`src/hdl/bdl_pkg.sv`:
```
// ---------------------------------------------------------------------------
// Bounded double-ended list package
// Shared sizes, action and status codes, cell control codes and types.
// ---------------------------------------------------------------------------
package bdl_pkg;

	localparam int CAPACITY  = 256;
	localparam int IDX_W     = $clog2(CAPACITY);
	localparam int LEN_W     = $clog2(CAPACITY + 1);
	localparam int WORD_W    = 24;
	localparam int GRP_N     = 16;
	localparam int NGRP      = CAPACITY / GRP_N;
	localparam int IN_DATA_W = 32;
	localparam int OUT_DATA_W = 40;

	localparam logic [2:0] ACT_INS_HEAD = 3'd0;
	localparam logic [2:0] ACT_INS_TAIL = 3'd1;
	localparam logic [2:0] ACT_REM_HEAD = 3'd2;
	localparam logic [2:0] ACT_REM_TAIL = 3'd3;
	localparam logic [2:0] ACT_RD_TAIL  = 3'd4;
	localparam logic [2:0] ACT_RD_IDX   = 3'd5;

	localparam logic [1:0] ST_OK    = 2'd0;
	localparam logic [1:0] ST_FULL  = 2'd1;
	localparam logic [1:0] ST_RANGE = 2'd2;
	localparam logic [1:0] ST_EMPTY = 2'd3;

	localparam logic [1:0] CELL_HOLD = 2'd0;
	localparam logic [1:0] CELL_SHR  = 2'd1;
	localparam logic [1:0] CELL_SHL  = 2'd2;
	localparam logic [1:0] CELL_LOAD = 2'd3;

	typedef logic [WORD_W-1:0] word_t;

	typedef struct packed {
		logic [1:0]       op;
		logic [IDX_W-1:0] target;
		word_t            wdata;
	} cell_ctl_t;

endpackage

```
`src/hdl/bdl_cell.sv`:
```
// ---------------------------------------------------------------------------
// List cell
// Holds one entry; shifts toward head or tail, loads when addressed, and
// drives its entry onto the read tree when its position is selected.
// ---------------------------------------------------------------------------
module bdl_cell import bdl_pkg::*; (
	input  logic             clk,
	input  logic [IDX_W-1:0] idx,
	input  cell_ctl_t        ctl,
	input  word_t            prev_word,
	input  word_t            next_word,
	output word_t            word,
	output word_t            rd_word
);

	word_t word_q;

	always_ff @(posedge clk) begin
		case (ctl.op)
			CELL_SHR: begin
				word_q <= prev_word;
			end
			CELL_SHL: begin
				word_q <= next_word;
			end
			CELL_LOAD: begin
				if (idx == ctl.target) begin
					word_q <= ctl.wdata;
				end
			end
			default: begin
			end
		endcase
	end

	assign word    = word_q;
	assign rd_word = (idx == ctl.target) ? word_q : '0;

endmodule

```
`config.mk`:
```
export PLATFORM = sky130hd
export DESIGN_NAME = bdl_cell
export DESIGN_NICKNAME = d
export VERILOG_FILES = /design/src/hdl/bdl_pkg.sv /design/src/hdl/bdl_cell.sv
export SDC_FILE = /design/constraint.sdc
export NUM_CORES = 1
export LEC_CHECK = 0
export BUFFER_PORTS_ARGS = -buffer_cell sky130_fd_sc_hd__buf_2
export CORE_AREA = 4 4 68 70
export DETAILED_ROUTE_END_ITERATION = 7
export DIE_AREA = 0 0 72 74
export HOLD_SLACK_MARGIN = 0.05
export PLACE_DENSITY = 0.84
export SYNTH_ARGS = -nofsm -noshare
export SYNTH_HDL_FRONTEND = slang
export SYNTH_SLANG_ARGS = --single-unit
export TNS_END_PERCENT = 10
```
`constraint.sdc`:
```
create_clock -name clk -period 12.42 [get_ports clk]
set_input_delay 3.726 -clock clk [delete_from_list [all_inputs] [get_ports clk]]
set_output_delay 3.726 -clock clk [all_outputs]
set_load 0.005 [all_outputs]
```
==> Word level (Yosys, flattened, before mapping) <==
Index checks and enable logic that the tools add are counted.
{ "totals": {"inputBits": 91, "elab_cells": 11, "output_inout_bits": 48, "regBits": 24} }
{ "op_classes": {"muxes": 3, "eq_ne": 5, "n_reduce_logical": 2} }
{ "ops": {"columns": ["op", "n"], "rows": [
  ["24-bit case mux with 3 select lines", 1],
  ["24-bit two-way mux", 2],
  ["8-bit == test", 1],
  ["2-bit == test (second input constant)", 2],
  ["3-bit nonzero test", 1],
  ["2-bit by 1-bit == test with 1-bit output (second input constant)", 1],
  ["2-bit != test (second input constant)", 1],
  ["2-bit AND reduction", 1]
]} }

==> Logic depth before layout (Yosys ltp) <==
{ "logic_depth": {"ltp_word": 3, "depth_mapped": 7, "depth_no_buf": 5} }

==> Worst setup path after synthesis <==
No wires, ideal clock.
{ "synth_path": {"kind": "input -> output", "start": "in ctl[24] (netlist name)", "end": "out rd_word[10]", "n_path_buf": 1, "t_required_ps": 8694, "slack_ps": 4237, "arrival_ps": 4457, "stages": 4, "path_cell_list": "xnor2_1 nand4_2 buf_6 nor3_2"} }
{ "synth_between": {"elab_chain_cells": 2} }
{ "synth_rtl": {"columns": ["item", "line", "rtl"], "rows": [
  ["from (decl)", "bdl_cell.sv:9", "input cell_ctl_t ctl,"],
  ["8-bit == test", "bdl_cell.sv:37", "assign rd_word = (idx == ctl.target) ? word_q : '0;"],
  ["24-bit two-way mux", "bdl_cell.sv:37", null],
  ["to (decl)", "bdl_cell.sv:13", "output word_t rd_word"]
]} }
Every way passes these cells.

==> Final worst setup path <==
{ "layout_path": {"start": "in ctl[25] (netlist name)", "end": "out rd_word[0]"} }
The elaborated chain is that of the path after synthesis.

==> run metrics <==
Final Cycle Share 74.1%; largest net degree at the start of global routing 28; NumNets Final 398; Final Wtd Congestion 0.825; CTS tree yes; vias per std cell 4.75; DR vias 1681; initial antenna violation count 0; core area 3970 um^2; largest family of logic cells by synthesized area simple AND/OR/NAND/NOR gates; DRC Markers 0; vias in the first global route 1700; root buf cell clkbuf_8; Post-Synthesis Cells 173; max reg flops 24; sequential share of the synthesized area 44.5%; Final Hold Viols 0; Fillers 372; routed wire length 5.02 mm; # rows 23; Synth Cell Area 1620 um^2; Yosys cell types 18; syn_area_per_cell 9.36 um^2; Die Width 72 um; IO Pins 139; leakage 1.25 nW; crit path DAT 5.48 ns; Final ANT Viol Nets 0; Synth Area in XOR/XNOR 4.33%; pre-CTS WS 3.21 ns; Initial DRT Pass Iterations 4; yosys warns 0; setup violators final 0; die area 5330 um^2; setup ws final 3.22 ns; MaxCap Viol Count 0; slowest cell on the critical path nand4_2; crit path launch type input pin; Reg clk slew, reported paths 0.09 ns; largest fanout on the critical path 25; Worst-Margin Slew 1.21 ns; count of state elements after synthesis 24; buffers added on ports 138; post-cts resize count 0; complex-gate fraction of the synthesized area 11.6%; worst setup path class input pin to primary output; Starting Density 40.8%; CP Capture Type primary output; Worst Path Required 8.69 ns; first-pass GRT wire length 7.80 mm; crit-path cells buf_2 > xnor2_1 > nand4_2 > nor3_1 > buf_2; fmax 0.109 GHz; HP Class input pin to flip-flop; Sink Count 24; overall global routing resource usage 18.7%; syn_nets 266; grt total ovfl 0; diode count 0; layout cell share with drive strength beyond 1 54.6%; status finished, final reports clean; Slew headroom 19.2%; clock buffer depth 2; Detail Placement HPWL 3.86 mm; hold-fix buffers at CTS 0; DRT iter0 DRCs 53; Post-CTS Repair Setup Buffers 0; Final Max Tran Viols 0; CP max stage delay 0.83 ns; Layout area overhead 46.1%; Pwr Density 91.9 nW/um^2; Simple-Gate Fraction of Synth Area 27.4%; critical path's most frequent cell buf_2; maximum VDD drop 0.0000498 V; Post-Synth Adder-Cell Area 1.55%; CTS buffer count 3; Final Critical Period 9.20 ns; Post-Route Setup TNS 0 ns; Wirelength per Cell 14.2 um; Die Span Y 74 um; H-tree levels 1; RSZ-0062 raised after global routing false; mux cell area share after synthesis 0%
cell type report:
type / instances / area [um^2] / share of cell area (%)
tap: 50 / 62.6 / 2.65
multi-input combinational: 111 / 741 / 31.3
inverter: 26 / 97.6 / 4.13
clock inverter: 1 / 3.75 / 0.159
timing repair buffer: 139 / 698 / 29.5
sequential: 24 / 721 / 30.5
clock buffer: 3 / 41.3 / 1.75
placed cells by master (no fill, tap or decap), drive strengths merged:
cell / count
clkbuf: 3
nor3: 24
edfxtp: 24
buf: 139
clkinv: 1
a22oi: 24
or2: 1
nand2: 48
ha: 2
inv: 26
o31ai: 1
xnor2: 8
nand4: 2
nor2: 1
cells in the mapped netlist, drive strengths merged:
master | n | area, um^2
nor2 | 1 | 6.26
nand4 | 2 | 18.8
o31ai | 1 | 7.51
inv | 26 | 97.6
clkbuf | 3 | 11.3
buf | 9 | 62.6
or2 | 1 | 6.26
ha | 2 | 25.0
a22oi | 24 | 180
xnor2 | 8 | 70.1
nor3 | 24 | 233
nand2 | 48 | 180
edfxtp | 24 | 721
cells by family after synthesis:
family | count (synthesis)
AOI/OAI and AO/OA | 25
xor gates and xnor gates | 8
adders and majority gates | 2
buffers and inverters | 38
DFF | 24
and+or+nand+nor | 76
where the power goes:
part           internal (mW)  switching [mW]
clock                 0.0221          0.0255
combinational         0.0271          0.0329
sequential             0.104         0.00551
metal layers:
| metal | GRT usage, % | routed length, um |
|---|---|---|
| met5 | 0 | 0 |
| met2 | 36.7 | 2760 |
| met1 | 19.7 | 1830 |
| met3 | 3.78 | 348 |
| met4 | 6.68 | 87 |
path summary, 6_finish.rpt:
path / startpoint / end / cells past startpoint
worst min-delay path: prev_word[23] / word[23] / 3
worst max-delay path: ctl[25] / rd_word[0] / 5
critical path, delay by kind of cell:
family / cells / cell delay (ns)
and+or+nand+nor: 2 / 1.28
xor gates and xnor gates: 1 / 0.18
buffers and inverters: 2 / 0.28
metrics by stage:
step / std cells / utilization (%) / hold slack [ns] / power (mW) / cell area, um^2
floorplan: 173 / - / 3.91 / 0.141 / 1620
global placement: 350 / 58.4 / 3.99 / 0.170 / 2320
detailed placement: 350 / 58.4 / 3.99 / 0.172 / 2320
CTS: 354 / 59.5 / 3.71 / 0.220 / 2360
global route: 354 / 59.5 / 3.71 / 0.231 / 2360
finish: 354 / 59.5 / 3.72 / 0.217 / 2360
Power figures use the tool's default switching activity.
